$ cat config.mk
export PLATFORM = sky130hd
export DESIGN_NAME = lerw_thresh
export DESIGN_NICKNAME = d
export VERILOG_FILES = /design/src/rtl/core/lerw_pkg.sv /design/src/rtl/core/lerw_thresh.sv
export SDC_FILE = /design/constraint.sdc
export NUM_CORES = 1
export LEC_CHECK = 0
export BUFFER_PORTS_ARGS = -buffer_cell sky130_fd_sc_hd__buf_2
export CORE_AREA = 2 2 39 41
export DETAILED_ROUTE_END_ITERATION = 8
export DIE_AREA = 0 0 41 43
export GPL_TIMING_DRIVEN = 1
export PLACE_DENSITY_LB_ADDON = 0.3
export SLEW_MARGIN = 0
export SYNTH_ARGS = -nofsm -noshare
export SYNTH_HDL_FRONTEND = slang
export SYNTH_SLANG_ARGS = --single-unit
$ cat constraint.sdc
create_clock -name vclk -period 2.1
set_input_delay 0.21 -clock vclk [all_inputs]
set_output_delay 0.21 -clock vclk [all_outputs]
set_load 0.005 [all_outputs]
$ cat src/rtl/core/lerw_pkg.sv
`timescale 1ns / 1ps
package lerw_pkg;

  // Field widths
  localparam int CMD_W      = 1;
  localparam int JUMP_W     = 32;
  localparam int STATUS_W   = 2;
  localparam int HEAD_W     = 13;
  localparam int LEN_W      = 13;
  localparam int STEPS_W    = 32;
  localparam int MASK_W     = 13;
  localparam int HW_W       = 13;
  localparam int CAND_W     = JUMP_W + 2;

  // out_tdata layout, lowest field first
  localparam int HEAD_LSB   = 0;
  localparam int LEN_LSB    = HEAD_LSB + HEAD_W;
  localparam int STEPS_LSB  = LEN_LSB + LEN_W;
  localparam int MASK_LSB   = STEPS_LSB + STEPS_W;
  localparam int OUT_BITS   = MASK_LSB + MASK_W;
  localparam int OUT_DATA_W = ((OUT_BITS + 7) / 8) * 8;

  localparam int FIRST_THRESHOLD = 8;

  localparam logic [HW_W-1:0] HW_RESET = 13'd4096;

  typedef logic [STATUS_W-1:0] status_t;

  localparam logic [CMD_W-1:0] CMD_START = 1'b0;
  localparam logic [CMD_W-1:0] CMD_STEP  = 1'b1;

  localparam status_t STATUS_RUN     = 2'd0;
  localparam status_t STATUS_ESCAPE  = 2'd1;
  localparam status_t STATUS_IGNORED = 2'd2;

endpackage

$ cat src/rtl/core/lerw_thresh.sv
`timescale 1ns / 1ps
module lerw_thresh #(
  parameter int NUM_THRESHOLDS = 13,
  parameter int DW             = 17
) (
  input  logic [DW-1:0]             reach,
  input  logic [DW-1:0]             limit,
  input  logic [NUM_THRESHOLDS-1:0] recorded,
  output logic [NUM_THRESHOLDS-1:0] fresh
);

  // threshold k is 8 << k; fresh when not yet recorded and no greater than both reach and limit
  always_comb begin
    logic [DW-1:0] t;
    fresh = '0;
    for (int k = 0; k < NUM_THRESHOLDS; k++) begin
      t = DW'(lerw_pkg::FIRST_THRESHOLD) << k;
      fresh[k] = !recorded[k] && (t <= reach) && (t <= limit);
    end
  end

endmodule

==> results of run 1 <==
## area by class of cell
cell class,instances,area [µm²]
Tap cell,16,20.0
Fill cell,153,823
Multi-Input combinational cell,38,255
Inverter,4,15.0
Timing Repair Buffer,54,270
## cell families after synthesis
group                  after synthesis
buffers and inverters                6
AO/OA/AOI/OAI                        8
AND/OR/NAND/NOR                     30
## power by group
group          internal [W]  switching (W)
Sequential                0              0
Clock                     0              0
Combinational     0.0000468      0.0000361
## placed cells by master (no fill, tap or decap)
master | synthesis | routed
a211oi_1 | 4 | 4
a221oi_1 | 2 | 2
buf_2 | 1 | 54
inv_1 | 4 | 4
nand2_1 | 1 | 1
nor2_1 | 7 | 7
nor3_1 | 11 | 11
nor3_2 | 1 | 1
nor4_1 | 1 | 1
nor4_2 | 2 | 2
nor4_4 | 1 | 1
o22ai_1 | 2 | 2
or3_1 | 1 | 1
or4_1 | 4 | 4
or4_4 | 1 | 1
## through the flow
stage	setup WS, ns	cells	total power [W]	utilization [%]
detailed placement	0.326	112	0.0000838	40.5
global placement	0.307	112	0.0000821	40.5
floorplan	0.617	44	0.0000253	-
CTS	0.322	112	0.0000842	40.5
global route	0.244	112	0.0000942	40.5
finish	0.341	112	0.0000829	40.5
## path summary, 6_finish.rpt
check | end | cells after the start
setup / recovery | fresh[0] | 5
hold / removal | fresh[9] | 3
## routing by layer
metal  part of all wire (%)  global-route usage (%)
met3                     15                       0
met5                      0                       0
met1                     36                    12.7
met4                      0                       0
met2                     48                    22.8
==> reports/qor.yml, run 1 <==
synth:
  yosysMostFrequentCell: "nor3_1"
  synth_compound_area_share_pct: 21.0
  syn_inst: 44
  synthSimpleGateAreaFrac_pct: 68.1
  synth_top_family_by_area: "simple AND/OR/NAND/NOR gates"
  yosys_warnings: 0
  synth_area_leaders: "nor3_1 (19%), a211oi_1 (10%), or4_1 (10%)"
  synth_xor_area_share_pct: 0
  synth_nets: 91
  synth_top_area_cell: "nor3_1"
  synth_top_area_share_pct: 19.2
  synth_adder_area_share_pct: 0
  avgSynthCellArea_um2: 6.51
  ys_seq_area_share_pct: 0
  netlist_area_um2: 287
  synth.distinct_cells: 16
  synth_commonest_cells: "nor3_1 (11), nor2_1 (7), a211oi_1 (4), inv_1 (4), or4_1 (4)"
  synth_mux_area_share_pct: 0
placement:
  placed_area_um2: 561
  place_hpwl_um: 984
  routabilityCongestion: 0.653
  port_buffers: 54
final_layout:
  n_antenna_cell: 0
  nNetsFinal: 145
  design.seq.count: 0
  syn_to_final_growth_pct: 95.6
  regArea_um2: 0
  drive_gt1_share_pct: 61.5
  final_cell_area_um2: 561
  nClkBuffers: 0
setup_path:
  crit_required_ns: 1.89
  cp.arrival_ns: 1.55
  setup.worst_path.start: "reach[14]"
  crit_path_start_kind: "primary input"
  crit_slowest_cell: "or4_1"
  path_cells: "buf_2 -> or4_1 -> nor4_2 -> a221oi_1 -> buf_2"
  critPathCaptureType: "output port"
  crit_fanout: 6
  crit_buf_inv: 2
  critPathMaxStageDelay_ns: 0.65
  crit_family: "simple AND/OR/NAND/NOR gates"
  timing_worst_setup_path_type: "primary input to output port"
  cp_common_cell: "buf_2"
sta:
  rsz0062_at_grt: "false"
  fmax_ghz: 0.569
  fin_tns_setup_ns: 0
  slew-limit-headroom_pct: 81.6
  setup_viol: 0
  slew_viol_final: 0
  fin_crit_ns: 1.76
  worst_slew_pin_slew_ns: 0.274
  hold_violations: 0
  timing.hold.ws_ns: 0.637
  period_share_pct: 83.8
clock_network:
  hold_buffers: 0
  cts_resized: 0
  cts_setup_buffers: 0
routing:
  drt_wl_total_um: 1060
  drcViolationCount: 0
  first_iter_violations: 3
  ant_nets: 0
  viasPerCell: 4.95
  first_pass_iters: 4
  wl_per_cell_um: 9.46
  via_count: 554
worst_hold_path:
  min_from: "recorded[9]"
  hold_path.class: "primary input to output port"
die:
  start_util_pct: 20.7
  ios: 60
  die_x_um: 41
  die_area_mm2: 0.00176
  rows: 14
  die_h_um: 43
  coreArea_mm2: 0.00138
power:
  vdd_drop_max_uv: 51.4
  p_per_area_mw_per_mm2: 148
  p_leak_nw: 0.292
outcome:
  outcome: "finished clean"
global_routing:
  overflow: 0
  grt_max_degree: 9
  grt_pass1_vias: 430
  grt_pass1_wl_um: 1500
  grtUsageTotal_pct: 11.3
  antenna_found_initial: 0
flow_run:
  cap_violations: 0
Note: power is estimated with default switching activity, not from simulation.
==> run 2: changes to the inputs <==
Clock period 2.1 ns to 1.7 ns, I/O delays scaled along.
==> run 2 against run 1 <==
Compared with the run above: non-clock buffer count rose by 2; critical endpoint unchanged; total power rose by 29%; count of clock-buffer cells in the layout did not move; highest routed layer unchanged; critical path type unchanged; critical path depth did not move; via count rose by 0.72%; cell area rose by 4.9%; combinational power rose by 29%; largest cell class unchanged; flip-flop and latch count did not move; worst setup slack got worse by 0.28 ns; first-iteration DRC count rose by 130%.
==> reports/qor.yml, run 2 (same netlist as run 1, synthesis figures left out) <==
routing:
  ant_nets: 0
  first_iter_violations: 7
  drt_wl_total_um: 1130
  via_count: 558
  drcViolationCount: 0
  first_pass_iters: 4
  viasPerCell: 4.89
  wl_per_cell_um: 9.89
sta:
  slew_viol_final: 0
  fin_ws_ns: 0.0623
  fin_crit_ns: 1.64
  timing.hold.ws_ns: 0.559
  worst_slew_pin_slew_ns: 0.284
  setup_viol: 0
  period_share_pct: 96.3
  slew-limit-headroom_pct: 80.9
  fmax_ghz: 0.611
  hold_violations: 0
global_routing:
  antenna_found_initial: 0
  grt_pass1_vias: 442
  grt_pass1_wl_um: 1580
  overflow: 0
  grt_max_degree: 7
  grtUsageTotal_pct: 11.8
placement:
  routabilityCongestion: 0.642
  place_ws_ns: 0.00365
  port_buffers: 54
  placed_area_um2: 576
  dp.cells: 114
  place_hpwl_um: 1010
die:
  rows: 14
  coreArea_mm2: 0.00138
  die_h_um: 43
  start_util_pct: 20.7
  die_x_um: 41
  ios: 60
  die_area_mm2: 0.00176
final_layout:
  drive_gt1_share_pct: 63.3
  syn_to_final_growth_pct: 105
  nNetsFinal: 147
  n_antenna_cell: 0
  final_common_cell: "buf_2"
  layout.cells.non_filler: 114
  design.seq.count: 0
  final_cell_area_um2: 588
  finish.utilization_pct: 42.5
  nClkBuffers: 0
  regArea_um2: 0
  mostFrequentLayoutCells: "buf_2 (54), nor3_1 (11), nor2_1 (7)"
clock_network:
  hold_buffers: 0
setup_path:
  crit_path_start_kind: "primary input"
  crit_family: "simple AND/OR/NAND/NOR gates"
  critPathCaptureType: "output port"
  critPathMaxStageDelay_ns: 0.58
  crit_slowest_cell: "or4_4"
  crit_fanout: 5
  crit_buf_inv: 2
  cp.arrival_ns: 1.47
  path_cells: "buf_2 -> or4_4 -> nor4_4 -> a221oi_1 -> buf_2"
  crit_required_ns: 1.53
  cp_common_cell: "buf_2"
  timing_worst_setup_path_type: "primary input to output port"
power:
  vdd_drop_max_uv: 61.3
  p_leak_nw: 0.310
  p_per_area_mw_per_mm2: 182
worst_hold_path:
  hold_path.class: "primary input to output port"
outcome:
  outcome: "finished clean"
flow_run:
  cap_violations: 0
==> run 2: layer usage <==
layer / vias to the layer above / global-route usage, % / part of all wire (%)
met5: - / 0 / 0
met4: 0 / 0 / 0
met3: 0 / 0 / 13
met2: 38 / 22.2 / 49
met1: 235 / 14.9 / 38
li1: 285 / - / -
==> run 2: metrics by stage <==
step	setup TNS [ns]	total power [W]
final	0	0.000107
after CTS	0	0.000107
after floorplan	0	0.0000313
after global placement	-0.00540	0.000104
after global routing	-0.00154	0.000120
after detailed placement	0	0.000106
==> run 2: path summary, 6_finish.rpt <==
| check | from | endpoint | slack, ns | cells after the start |
|---|---|---|---|---|
| worst min-delay path | recorded[9] | fresh[9] | 0.56 | 3 |
| worst max-delay path | limit[15] | fresh[0] | 0.06 | 5 |
==> run 2: what timing repair did <==
| action | in CTS | in global routing |
|---|---|---|
| pin swaps | 0 | 0 |
| buffers inserted | 0 | 0 |
| endpoints found under the setup margin | 1 | 1 |
| gates resized for setup | 1 | 1 |
| endpoints found under the hold margin | 0 | 0 |
==> run 2: power breakdown <==
group	internal [W]	total (W)	switching, W
sequential	0	0	0
combinational	0.0000606	0.000107	0.0000466
clock	0	0	0
==> run 2: area by class of cell <==
cell class / instances / area, µm²
inverters: 4 / 15.0
fillers: 156 / 796
well taps: 16 / 20.0
repair buffers: 56 / 285
multi-input cells: 38 / 268
==> run 3: changes to the inputs <==
Settings changed: TNS_END_PERCENT set to 100.
Clock period 1.7 ns to 1.4 ns, I/O delays scaled along.
==> run 3 against run 2 <==
Compared with the run above: non-clock buffer count grew 13; the flow now finishes with violations (negative setup slack); core utilization rose by 11 points; via count up 8.1%; global-route usage is 1.5 points higher; cell area increased by 26%; die area is the same; critical path type unchanged; first-iteration DRC count down 57%.
==> reports/qor.yml, run 3 (same netlist as run 1, synthesis figures left out) <==
outcome:
  outcome: "finished, violations left"
  violations: "negative setup slack"
routing:
  first_pass_iters: 3
  wl_per_cell_um: 10.4
  ant_nets: 0
  drt_wl_total_um: 1320
  first_iter_violations: 3
  via_count: 603
  drcViolationCount: 0
  viasPerCell: 4.75
sta:
  worst_slew_pin_slew_ns: 0.292
  fin_tns_setup_ns: -0.931
  fmax_ghz: 0.642
  rsz0062_at_grt: "true"
  slew_viol_final: 0
  period_share_pct: 111
  timing.hold.ws_ns: 0.497
  fin_crit_ns: 1.56
  hold_violations: 0
  fin_ws_ns: -0.157
  slew-limit-headroom_pct: 80.4
  setup_viol: 10
global_routing:
  overflow: 0
  antenna_found_initial: 0
  grt_pass1_vias: 510
  grt_max_degree: 7
  grt_pass1_wl_um: 1750
  grtUsageTotal_pct: 13.3
final_layout:
  drive_gt1_share_pct: 72.1
  syn_to_final_growth_pct: 159
  n_antenna_cell: 0
  multi_input_comb_area_um2: 310
  mostFrequentLayoutCells: "buf_2 (52), buf_4 (15), nor3_1 (10)"
  nNetsFinal: 160
  fillers: 135
  final_common_cell: "buf_2"
  design.seq.count: 0
  nClkBuffers: 0
  regArea_um2: 0
worst_hold_path:
  hold_path.class: "primary input to output port"
power:
  p_leak_nw: 0.396
  p_per_area_mw_per_mm2: 228
  total_power_w: 0.000169
  vdd_drop_max_uv: 108
setup_path:
  crit_path_start_kind: "primary input"
  critPathMaxStageDelay_ns: 0.58
  crit_required_ns: 1.26
  crit_slowest_cell: "or4_4"
  path_cells: "buf_6 -> or4_4 -> nor4_4 -> a221oi_1 -> buf_2"
  crit_buf_inv: 2
  critPathCaptureType: "output port"
  crit_fanout: 3
  crit_family: "simple AND/OR/NAND/NOR gates"
  timing_worst_setup_path_type: "primary input to output port"
  cp.arrival_ns: 1.42
die:
  start_util_pct: 20.7
  die_x_um: 41
  die_area_mm2: 0.00176
  rows: 14
  coreArea_mm2: 0.00138
  die_h_um: 43
  ios: 60
placement:
  port_buffers: 54
  place_hpwl_um: 1110
  routabilityCongestion: 0.672
clock_network:
  hold_buffers: 0
flow_run:
  cap_violations: 0
## run 3: per-layer routing
metal | wire length (µm) | vias up | global-route usage (%)
met5 | 0 | - | 0
met4 | 0 | 0 | 0
met3 | 154 | 0 | 0.524
met2 | 677 | 38 | 27.2
met1 | 489 | 254 | 14.2
li1 | - | 311 | -
## run 3: area by class of cell
| class | instances | share of cell area (%) |
|---|---|---|
| timing repair buffer | 69 | 53.4 |
| multi-input combinational | 38 | 41.9 |
| tap | 16 | 2.70 |
| inverter | 4 | 2.03 |
## run 3: worst paths after layout
kind / start / end / cells past startpoint
max: limit[15] / fresh[0] / 5
min: recorded[12] / fresh[12] / 3
## run 3: worst min-delay path, stage by stage
cell	delay, ns
buf_2	0.07
nor2_1	0.03
buf_2	0.11
## run 3: report_power, final
| group | switching, W | internal, W | total, W |
|---|---|---|---|
| Clock | 0 | 0 | 0 |
| Sequential | 0 | 0 | 0 |
| Combinational | 0.0000684 | 0.000100 | 0.000169 |
## run 3: what timing repair did
item / CTS / global route
buffers inserted: 0 / 1
gates resized for setup: 6 / 5
endpoints found under the setup margin: 10 / 10
pin swaps: 3 / 2
## run 3: stage by stage
| step | setup slack (ns) | instance area (µm²) | utilization [%] | instances |
|---|---|---|---|---|
| after floorplan | 0.0574 | 287 | - | 44 |
| after global placement | -0.225 | 666 | 48.1 | 126 |
| after detailed placement | -0.246 | 666 | 48.1 | 126 |
| after CTS | -0.162 | 703 | 50.8 | 126 |
| after global routing | -0.218 | 741 | 53.5 | 127 |
| final | -0.157 | 741 | 53.5 | 127 |
